$ cat config.mk
export PLATFORM = sky130hd
export DESIGN_NAME = cascaded_realtime_clock_prescaler_core_flat
export DESIGN_NICKNAME = d
export VERILOG_FILES = /design/src/rtl/crtcp_pkg.sv /design/src/rtl/crtcp_req_if.sv /design/src/rtl/crtcp_rsp_if.sv /design/src/rtl/crtcp_step.sv /design/src/rtl/crtcp_csr.sv /design/src/rtl/cascaded_realtime_clock_prescaler_core.sv /design/src/flat_wrapper.sv
export SDC_FILE = /design/constraint.sdc
export NUM_CORES = 1
export LEC_CHECK = 0
export ABC_CLOCK_PERIOD_IN_PS = 9700
export BUFFER_PORTS_ARGS = -buffer_cell sky130_fd_sc_hd__buf_2
export CAP_MARGIN = 20
export CORE_MARGIN = 3
export CORE_UTILIZATION = 54
export DETAILED_ROUTE_END_ITERATION = 7
export GPL_TIMING_DRIVEN = 0
export PLACE_DENSITY_LB_ADDON = 0.12
export SLEW_MARGIN = 20
export SYNTH_ARGS = -nofsm -noshare
export SYNTH_HDL_FRONTEND = slang
export SYNTH_HIERARCHICAL = 1
export SYNTH_SLANG_ARGS = --single-unit
$ cat constraint.sdc
create_clock -name clock -period 9.7 [get_ports clock]
set_input_delay 0.485 -clock clock [delete_from_list [all_inputs] [get_ports clock]]
set_output_delay 0.485 -clock clock [all_outputs]
set_load 0.02 [all_outputs]
$ cat src/rtl/crtcp_pkg.sv
// Shared constants and types for the cascaded real-time clock prescaler.
// Used by the step logic, the register block and the top level.
`default_nettype none

package crtcp_pkg;

   // Prescaler configuration.
   localparam int TICKS_PER_MILLI = 8;
   localparam int COUNT_WIDTH     = 16;

   localparam int TICK_W = (TICKS_PER_MILLI > 1) ? $clog2(TICKS_PER_MILLI) : 1;

   localparam int MILLI_W  = 7;
   localparam int TENTH_W  = 4;
   localparam int SECOND_W = 6;

   localparam logic [MILLI_W-1:0]  LAST_MILLI_IN_TENTH   = 7'd99;
   localparam logic [TENTH_W-1:0]  LAST_TENTH_IN_SECOND  = 4'd9;
   localparam logic [SECOND_W-1:0] LAST_SECOND_IN_MINUTE = 6'd59;
   localparam logic [TICK_W-1:0]   LAST_TICK_PHASE       = TICK_W'(TICKS_PER_MILLI - 1);

   localparam logic [7:0] DEBUG_ALL_ONES = 8'hFF;

   // Event codes carried in the action field.
   localparam logic ACTION_TICK     = 1'b0;
   localparam logic ACTION_OVERFLOW = 1'b1;

   // Register map: one register, word index taken from paddr[2].
   localparam int          CSR_ADDR_W               = 3;
   localparam logic        CSR_IDX_READING_TIMEOUT  = 1'b0;
   localparam logic [15:0] READING_TIMEOUT_RESET    = 16'd20;

   typedef struct packed {
      logic [TICK_W-1:0]      tick_phase;
      logic [COUNT_WIDTH-1:0] millis_total;
      logic [MILLI_W-1:0]     millis_in_tenth;
      logic [COUNT_WIDTH-1:0] tenths_total;
      logic [TENTH_W-1:0]     tenths_in_second;
      logic [COUNT_WIDTH-1:0] seconds_total;
      logic [SECOND_W-1:0]    seconds_in_minute;
      logic [COUNT_WIDTH-1:0] minutes_total;
      logic [15:0]            adc_wait;
      logic [7:0]             debounce_left;
      logic                   pump_bit;
      logic [7:0]             debug_value;
      logic [15:0]            overflow_count;
   } state_type;

   typedef struct packed {
      logic adc_read_due;
      logic send_log;
   } pulse_type;

endpackage

`default_nettype wire

$ cat src/rtl/crtcp_req_if.sv
// Input channel of the prescaler: one event word per handshake.
// Depends on nothing but the handshake convention valid/ready.
`default_nettype none

interface crtcp_req_if;
   logic       valid;
   logic       ready;
   logic       action;
   logic       debounce_load_valid;
   logic [7:0] debounce_load_value;

   modport source (output valid, output action, output debounce_load_valid,
                   output debounce_load_value, input ready);
   modport sink   (input valid, input action, input debounce_load_valid,
                   input debounce_load_value, output ready);
endinterface

`default_nettype wire

$ cat src/rtl/crtcp_rsp_if.sv
// Result channel of the prescaler: one status word per handshake.
// Depends on nothing but the handshake convention valid/ready.
`default_nettype none

interface crtcp_rsp_if;
   logic        valid;
   logic        ready;
   logic [15:0] millis_count;
   logic [15:0] tenths_count;
   logic [15:0] seconds_count;
   logic [15:0] minutes_count;
   logic [15:0] timer_extension;
   logic        adc_read_due;
   logic        send_log;
   logic        fuel_pump_led;
   logic [7:0]  debug_port;
   logic [7:0]  debounce_count;

   modport source (output valid, output millis_count, output tenths_count,
                   output seconds_count, output minutes_count, output timer_extension,
                   output adc_read_due, output send_log, output fuel_pump_led,
                   output debug_port, output debounce_count, input ready);
   modport sink   (input valid, input millis_count, input tenths_count,
                   input seconds_count, input minutes_count, input timer_extension,
                   input adc_read_due, input send_log, input fuel_pump_led,
                   input debug_port, input debounce_count, output ready);
endinterface

`default_nettype wire

$ cat src/rtl/crtcp_step.sv
// Next-state logic of the prescaler chain for one event word.
// Depends on crtcp_pkg for the state layout and the chain limits.
`default_nettype none

module crtcp_step (
   input  crtcp_pkg::state_type state_cur,
   input  logic                 action,
   input  logic                 load_valid,
   input  logic [7:0]           load_value,
   input  logic [15:0]          reading_timeout,
   output crtcp_pkg::state_type state_nxt,
   output crtcp_pkg::pulse_type pulses
);
   import crtcp_pkg::*;

   logic        milli_edge;
   logic        tenth_edge;
   logic        second_edge;
   logic        minute_edge;
   logic [15:0] adc_inc;
   logic [7:0]  debounce_loaded;

   assign milli_edge  = (action == ACTION_TICK) && (state_cur.tick_phase == LAST_TICK_PHASE);
   assign tenth_edge  = milli_edge && (state_cur.millis_in_tenth == LAST_MILLI_IN_TENTH);
   assign second_edge = tenth_edge && (state_cur.tenths_in_second == LAST_TENTH_IN_SECOND);
   assign minute_edge = second_edge &&
                        (state_cur.seconds_in_minute == LAST_SECOND_IN_MINUTE);

   assign adc_inc         = state_cur.adc_wait + 16'd1;
   assign debounce_loaded = load_valid ? load_value : state_cur.debounce_left;

   always_comb begin
      state_nxt = state_cur;
      pulses    = '0;

      if (action == ACTION_OVERFLOW) begin
         state_nxt.overflow_count = state_cur.overflow_count + 16'd1;
      end else if (milli_edge) begin
         state_nxt.tick_phase = '0;
      end else begin
         state_nxt.tick_phase = state_cur.tick_phase + TICK_W'(1);
      end

      if (milli_edge) begin
         state_nxt.millis_total = state_cur.millis_total + COUNT_WIDTH'(1);
         if (adc_inc > reading_timeout) begin
            pulses.adc_read_due = 1'b1;
            state_nxt.adc_wait  = '0;
         end else begin
            state_nxt.adc_wait = adc_inc;
         end
         state_nxt.millis_in_tenth = tenth_edge ? '0 :
                                     state_cur.millis_in_tenth + MILLI_W'(1);
      end

      // The load comes first, so a value loaded on a tenth boundary steps down at once.
      state_nxt.debounce_left = debounce_loaded;
      if (tenth_edge) begin
         state_nxt.tenths_total = state_cur.tenths_total + COUNT_WIDTH'(1);
         if (debounce_loaded != 8'd0) begin
            state_nxt.debounce_left = debounce_loaded - 8'd1;
         end
         state_nxt.tenths_in_second = second_edge ? '0 :
                                      state_cur.tenths_in_second + TENTH_W'(1);
      end

      if (second_edge) begin
         state_nxt.seconds_total     = state_cur.seconds_total + COUNT_WIDTH'(1);
         state_nxt.pump_bit          = ~state_cur.pump_bit;
         state_nxt.debug_value       = (state_cur.debug_value != 8'd0) ? 8'd0 : DEBUG_ALL_ONES;
         pulses.send_log             = 1'b1;
         state_nxt.seconds_in_minute = minute_edge ? '0 :
                                       state_cur.seconds_in_minute + SECOND_W'(1);
      end

      if (minute_edge) begin
         state_nxt.minutes_total = state_cur.minutes_total + COUNT_WIDTH'(1);
      end
   end

endmodule

`default_nettype wire

$ cat src/rtl/crtcp_csr.sv
// APB-style register block holding the ADC reading timeout.
// Depends on crtcp_pkg for the register map and reset value.
`default_nettype none

module crtcp_csr (
   input  logic                             clock,
   input  logic                             reset,
   input  logic                             psel,
   input  logic                             penable,
   input  logic                             pwrite,
   input  logic [crtcp_pkg::CSR_ADDR_W-1:0] paddr,
   input  logic [31:0]                      pwdata,
   output logic [31:0]                      prdata,
   output logic                             pready,
   output logic [15:0]                      reading_timeout
);
   import crtcp_pkg::*;

   logic [15:0] timeout_ff;
   logic [15:0] timeout_in;
   logic        hit;

   assign hit    = (paddr[2] == CSR_IDX_READING_TIMEOUT);
   assign pready = 1'b1;

   always_comb begin
      timeout_in = timeout_ff;
      if (psel && penable && pwrite && hit) begin
         timeout_in = pwdata[15:0];
      end
   end

   always_ff @(posedge clock) begin
      if (reset) begin
         timeout_ff <= READING_TIMEOUT_RESET;
      end else begin
         timeout_ff <= timeout_in;
      end
   end

   assign prdata          = hit ? {16'd0, timeout_ff} : 32'd0;
   assign reading_timeout = timeout_ff;

endmodule

`default_nettype wire

$ cat src/rtl/cascaded_realtime_clock_prescaler_core.sv
// Cascaded real-time clock prescaler: tick and overflow words in, status words out.
// The status word for an event is registered and valid in the cycle after it is taken.
// One word per cycle unless the sink stalls; the chain update is one pass of crtcp_step.
// Reset is synchronous and active high; it clears all counters, empties the result
// register and loads the reading timeout with 20 milliseconds.
// Depends on crtcp_pkg, crtcp_req_if, crtcp_rsp_if, crtcp_step and crtcp_csr.
`default_nettype none

module cascaded_realtime_clock_prescaler_core (
   input  logic                             clock,
   input  logic                             reset,
   crtcp_req_if.sink                        req_bus,
   crtcp_rsp_if.source                      rsp_bus,
   input  logic                             csr_psel,
   input  logic                             csr_penable,
   input  logic                             csr_pwrite,
   input  logic [crtcp_pkg::CSR_ADDR_W-1:0] csr_paddr,
   input  logic [31:0]                      csr_pwdata,
   output logic [31:0]                      csr_prdata,
   output logic                             csr_pready
);
   import crtcp_pkg::*;

   // The chain state always reflects every word accepted so far. The result register
   // holds the status word of the latest accepted event until the sink takes it.
   state_type   state_ff;
   state_type   state_in;
   state_type   state_nxt;
   pulse_type   pulses;
   pulse_type   pulses_ff;
   logic        rsp_valid_ff;
   logic        rsp_valid_in;
   logic        accept;
   logic [15:0] reading_timeout;

   crtcp_csr u_csr (
      .clock           (clock),
      .reset           (reset),
      .psel            (csr_psel),
      .penable         (csr_penable),
      .pwrite          (csr_pwrite),
      .paddr           (csr_paddr),
      .pwdata          (csr_pwdata),
      .prdata          (csr_prdata),
      .pready          (csr_pready),
      .reading_timeout (reading_timeout)
   );

   crtcp_step u_step (
      .state_cur       (state_ff),
      .action          (req_bus.action),
      .load_valid      (req_bus.debounce_load_valid),
      .load_value      (req_bus.debounce_load_value),
      .reading_timeout (reading_timeout),
      .state_nxt       (state_nxt),
      .pulses          (pulses)
   );

   // A new word is taken whenever the result register is empty or is being drained
   // in this same cycle, so back-to-back events flow at full rate.
   assign req_bus.ready = !rsp_valid_ff || rsp_bus.ready;
   assign accept        = req_bus.valid && req_bus.ready;

   always_comb begin
      state_in     = accept ? state_nxt : state_ff;
      rsp_valid_in = accept || (rsp_valid_ff && !rsp_bus.ready);
   end

   always_ff @(posedge clock) begin
      if (reset) begin
         state_ff     <= '0;
         rsp_valid_ff <= 1'b0;
      end else begin
         state_ff     <= state_in;
         rsp_valid_ff <= rsp_valid_in;
      end
   end

   // The pulses belong to the word in the result register; the counter fields are
   // read straight from the chain state, which only moves when a new word is taken.
   always_ff @(posedge clock) begin
      if (accept) begin
         pulses_ff <= pulses;
      end
   end

   assign rsp_bus.valid           = rsp_valid_ff;
   assign rsp_bus.millis_count    = 16'(state_ff.millis_total);
   assign rsp_bus.tenths_count    = 16'(state_ff.tenths_total);
   assign rsp_bus.seconds_count   = 16'(state_ff.seconds_total);
   assign rsp_bus.minutes_count   = 16'(state_ff.minutes_total);
   assign rsp_bus.timer_extension = state_ff.overflow_count;
   assign rsp_bus.adc_read_due    = pulses_ff.adc_read_due;
   assign rsp_bus.send_log        = pulses_ff.send_log;
   assign rsp_bus.fuel_pump_led   = state_ff.pump_bit;
   assign rsp_bus.debug_port      = state_ff.debug_value;
   assign rsp_bus.debounce_count  = state_ff.debounce_left;

endmodule

`default_nettype wire

$ cat src/flat_wrapper.sv
// flat-port wrapper written by rule: the top's interface ports become plain ports
module cascaded_realtime_clock_prescaler_core_flat import crtcp_pkg::*;
  (clock, reset, csr_psel, csr_penable, csr_pwrite, csr_paddr, csr_pwdata, csr_prdata, csr_pready, req_bus_valid, req_bus_action, req_bus_debounce_load_valid, req_bus_debounce_load_value, req_bus_ready, rsp_bus_valid, rsp_bus_millis_count, rsp_bus_tenths_count, rsp_bus_seconds_count, rsp_bus_minutes_count, rsp_bus_timer_extension, rsp_bus_adc_read_due, rsp_bus_send_log, rsp_bus_fuel_pump_led, rsp_bus_debug_port, rsp_bus_debounce_count, rsp_bus_ready);
  crtcp_req_if req_bus_i ();
  crtcp_rsp_if rsp_bus_i ();
  input  logic clock;
  input  logic reset;
  input  logic csr_psel;
  input  logic csr_penable;
  input  logic csr_pwrite;
  input  logic [crtcp_pkg::CSR_ADDR_W-1:0] csr_paddr;
  input  logic [31:0] csr_pwdata;
  output logic [31:0] csr_prdata;
  output logic csr_pready;
  input wire logic [$bits(req_bus_i.valid)-1:0] req_bus_valid;
  input wire logic [$bits(req_bus_i.action)-1:0] req_bus_action;
  input wire logic [$bits(req_bus_i.debounce_load_valid)-1:0] req_bus_debounce_load_valid;
  input wire logic [$bits(req_bus_i.debounce_load_value)-1:0] req_bus_debounce_load_value;
  output wire logic [$bits(req_bus_i.ready)-1:0] req_bus_ready;
  output wire logic [$bits(rsp_bus_i.valid)-1:0] rsp_bus_valid;
  output wire logic [$bits(rsp_bus_i.millis_count)-1:0] rsp_bus_millis_count;
  output wire logic [$bits(rsp_bus_i.tenths_count)-1:0] rsp_bus_tenths_count;
  output wire logic [$bits(rsp_bus_i.seconds_count)-1:0] rsp_bus_seconds_count;
  output wire logic [$bits(rsp_bus_i.minutes_count)-1:0] rsp_bus_minutes_count;
  output wire logic [$bits(rsp_bus_i.timer_extension)-1:0] rsp_bus_timer_extension;
  output wire logic [$bits(rsp_bus_i.adc_read_due)-1:0] rsp_bus_adc_read_due;
  output wire logic [$bits(rsp_bus_i.send_log)-1:0] rsp_bus_send_log;
  output wire logic [$bits(rsp_bus_i.fuel_pump_led)-1:0] rsp_bus_fuel_pump_led;
  output wire logic [$bits(rsp_bus_i.debug_port)-1:0] rsp_bus_debug_port;
  output wire logic [$bits(rsp_bus_i.debounce_count)-1:0] rsp_bus_debounce_count;
  input wire logic [$bits(rsp_bus_i.ready)-1:0] rsp_bus_ready;
  assign req_bus_i.valid = req_bus_valid;
  assign req_bus_i.action = req_bus_action;
  assign req_bus_i.debounce_load_valid = req_bus_debounce_load_valid;
  assign req_bus_i.debounce_load_value = req_bus_debounce_load_value;
  assign req_bus_ready = req_bus_i.ready;
  assign rsp_bus_valid = rsp_bus_i.valid;
  assign rsp_bus_millis_count = rsp_bus_i.millis_count;
  assign rsp_bus_tenths_count = rsp_bus_i.tenths_count;
  assign rsp_bus_seconds_count = rsp_bus_i.seconds_count;
  assign rsp_bus_minutes_count = rsp_bus_i.minutes_count;
  assign rsp_bus_timer_extension = rsp_bus_i.timer_extension;
  assign rsp_bus_adc_read_due = rsp_bus_i.adc_read_due;
  assign rsp_bus_send_log = rsp_bus_i.send_log;
  assign rsp_bus_fuel_pump_led = rsp_bus_i.fuel_pump_led;
  assign rsp_bus_debug_port = rsp_bus_i.debug_port;
  assign rsp_bus_debounce_count = rsp_bus_i.debounce_count;
  assign rsp_bus_i.ready = rsp_bus_ready;
  cascaded_realtime_clock_prescaler_core u_core (.clock(clock), .reset(reset), .req_bus(req_bus_i), .rsp_bus(rsp_bus_i), .csr_psel(csr_psel), .csr_penable(csr_penable), .csr_pwrite(csr_pwrite), .csr_paddr(csr_paddr), .csr_pwdata(csr_pwdata), .csr_prdata(csr_prdata), .csr_pready(csr_pready));
endmodule
==> impl_results.md <==
- Status: finished, final reports clean
- Comb pwr share: 9.1%
- Worst Hold Class: primary input to flop
- Most frequent cells in the layout: buf_2 (191), nand3_1 (164), dfxtp_1 (150)
- WP data arrival: 4290 ps
- Non-Filler Instances: 1796
- Die ar.: 0.0221 sq mm
- Pwr dens: 116 mW/mm^2
- Final Hold Vio Count: 0
- Placed Cells: 1764
- DRC viols: 0
- DRT Pass-1 Iters: 5
- Slew HR: 50.4%
- Total Routed Length: 27000 microns
- Fraction of final layout cells sized beyond drive strength 1: 29.3%
- Synthesized area per cell: 8.24 sq um
- Post-synthesis register bit count: 152
- Final GP Congestion: 0.873
- Ys Warns: 6
- H-tree levels: 4
- CTS resizes: 0
- Initial core utilization: 55.8%
- VDD IR max: 0.000146 V
- FILL cells: 1771
- Worst r2r path cells: 13
- Clock Sinks: 152
- Fin. max-slew vios: 0
- Global route overflow: 0
- Root Driver: clkbuf_16
- Clock network fraction of total power: 48.1%
- Hold-fix buffers, CTS: 0
- Clock Path Buffers: 2
- Post-Syn Area: 0.0110 sq mm
- Max Cap Viol: 0
- Clk_skew: 11.0 ps
- Unrepaired setup endpoints after global routing: no
- Endpoint, Worst Hold: u_core/u_csr/reading_timeout[4]$_SDFFE_PP1P_
- Setup tns final: 0 ps
- Period minus WS final: 4010 ps
- IO Count: 186
- P_int: 0.00111 W
- Row cnt: 51
- Leak Pwr: 5.47 nW
- Clock slew at reported path FFs: 70 ps
- Hpwl dp: 19400 microns
- Core area: 0.0197 sq mm
- Post-DR wirelength/cell: 15.0 microns
- Largest net degree at the start of global routing: 17
- Vias per cell: 5.41
- Post-synth EDFFs: 2
- Antenna violations before repair: 0
- Max Fclk: 250 MHz
- Starting DRC count in detailed routing: 593
- Area of the multi-input gates: 0.00647 sq mm
- Reg2reg end: u_core/state_ff[39]$_SDFFE_PP0P_
- CTS tree: done
- Commonest non-fill, non-tap cell in the layout: buf_2
- Net Sw Power: 0.000374 W
- Vias in the first global route: 8982
- # diodes: 0
- R2R setup slack: 5690 ps
- Area Overhead vs Synth: 16.0%
- Final Setup Violations: 0
- Ys flop type: dfxtp_1
- Setup Buffers After CTS: 0
- Tcrit/Tclk final: 41.3%
- Nets@finish: 1600
- PortBufs: 149
- Worst slew pin tran: 737 ps
- Routed Antenna Nets: 0
- Sw Share: 25.2%
- CP Max Fanout: 10
- Worst reg2reg startpoint: u_core/state_ff[33]$_SDFFE_PP0P_
- Gate Count Post-Synth: 1335
- Worst-skew pair later-pin latency: 430 ps
- Register area: 0.00306 sq mm
- Sequential element share of the synthesized area: 27.8%
- Die Width: 149 microns
- Die Height: 149 microns
- Async S/R FF share, synth: 0%
- CP endpoint kind: flop
- Hold depth: 3
- Critical Path RT: 9990 ps
- GR Util All Layers: 24.0%
- CP startpoint kind: flop
- Total CTS buffers: 17
- Netlist cell types: 62
- Via count: 9725
- Sequential power share: 42.8%
- CP Class: flop to flop
- Hold Path Origin: csr_pwdata[4]
- First-pass GRT wire length: 44400 microns
## layer usage
metal | vias up | GRT usage, % | wire (microns)
met4 | 0 | 6.27 | 336
met2 | 268 | 38.4 | 12300
li1 | 4886 | - | -
met3 | 31 | 3.34 | 1390
met5 | - | 0 | 0
met1 | 4540 | 34.3 | 13000
## critical path, cell delays in order, from the launching register on
cell	delay, ps
dfxtp_1	480
ha_1	290
nand3_2	140
nor4_1	690
nand3_1	180
xnor2_1	160
ha_1	290
nand4_1	220
a2111o_1	480
a31oi_2	380
buf_2	310
nor2_1	90
nand3_1	70
a21oi_1	60
## per-stage QoR
step	hold slack, ps	area (sq um)	utilization (%)	setup slack [ps]	power (W)
after global routing	322	12800	64.7	5360	0.00154
final	312	12800	64.7	5690	0.00149
after global placement	479	12100	61.5	5810	0.000782
after CTS	303	12800	64.7	5770	0.00150
after floorplan	457	11100	-	6430	0.000743
after detailed placement	480	12100	61.5	5800	0.000783
## power by group through the flow
stage	clock [W]	combinational [W]	sequential, W
global placement	0	0.000133	0.000649
global route	0.000757	0.000147	0.000636
floorplan	0	0.0000950	0.000648
CTS	0.000726	0.000135	0.000635
detailed placement	0	0.000134	0.000649
finish	0.000714	0.000136	0.000635
## flip-flops by register name, summed over array words and instances, names as in the netlist
signal and flops:
u_core/rsp_bus.adc_read_due 1, u_core/rsp_bus.tenths_count 16, u_core/rsp_bus.fuel_pump_led 1, u_core/state_ff 36, u_core/rsp_bus.debounce_count 8, u_core/rsp_bus.debug_port 8, u_core/rsp_bus.millis_count 16, u_core/rsp_bus.valid 1
u_core/u_csr/reading_timeout 16, u_core/rsp_bus.seconds_count 16, u_core/rsp_bus.send_log 1, u_core/rsp_bus.minutes_count 16, u_core/rsp_bus.timer_extension 16
## cell families after synthesis
logic type | Yosys count | synth area share, %
compound gates | 324 | 21.6
flops | 152 | 27.8
xor+xnor | 109 | 8.75
fa+ha+maj | 30 | 3.41
other cells | 2 | 0.0683
mux | 31 | 2.97
simple gates | 446 | 21.5
buf+inv | 241 | 13.9
## cell type report
class	instances	area share, %
Sequential cell	152	24.0
Inverter	22	0.647
Multi-Input combinational cell	957	50.7
Clock inverter	14	1.53
Timing Repair Buffer	149	5.84
Tap cell	265	2.60
Clock buffer	18	3.36
Buffer	219	11.3
## worst max-delay path by stage
stage / startpoint / to / slack (ps)
after floorplan: u_core/state_ff[33]$_SDFFE_PP0P_ / u_core/state_ff[39]$_SDFFE_PP0P_ / 6430
after global placement: u_core/state_ff[33]$_SDFFE_PP0P_ / u_core/state_ff[41]$_SDFFE_PP0P_ / 5810
after detailed placement: u_core/state_ff[33]$_SDFFE_PP0P_ / u_core/state_ff[43]$_SDFFE_PP0P_ / 5800
after CTS: u_core/state_ff[33]$_SDFFE_PP0P_ / u_core/state_ff[39]$_SDFFE_PP0P_ / 5770
after global routing: u_core/state_ff[33]$_SDFFE_PP0P_ / u_core/state_ff[39]$_SDFFE_PP0P_ / 5360
final: u_core/state_ff[33]$_SDFFE_PP0P_ / u_core/state_ff[39]$_SDFFE_PP0P_ / 5690
## synthesized netlist by cell type, types with 3 or more instances
master	number	area share (%)
dfxtp_1	150	27
a21oi_1	149	6.8
nand4_1	37	2.1
nor2_1	48	1.6
and3_1	17	0.97
and4_1	11	0.88
mux2_2	6	0.61
nor3_1	14	0.64
buf_2	42	1.9
nand3_1	164	7.5
inv_1	22	0.75
xnor2_1	77	6.1
a21o_1	9	0.61
o21ai_0	18	0.82
and2b_2	6	0.48
and2_1	3	0.17
ha_1	30	3.4
a21bo_2	59	5.4
clkbuf_1	38	1.3
a21bo_1	74	6.7
clkbuf_2	3	0.14
buf_4	120	8.2
nor2b_1	13	0.74
buf_6	13	1.3
xor2_1	31	2.5
mux2i_1	23	2.1
nand2b_1	32	1.8
nor4_1	5	0.28
nand2_1	78	2.7
Power figures use the tool's default switching activity.
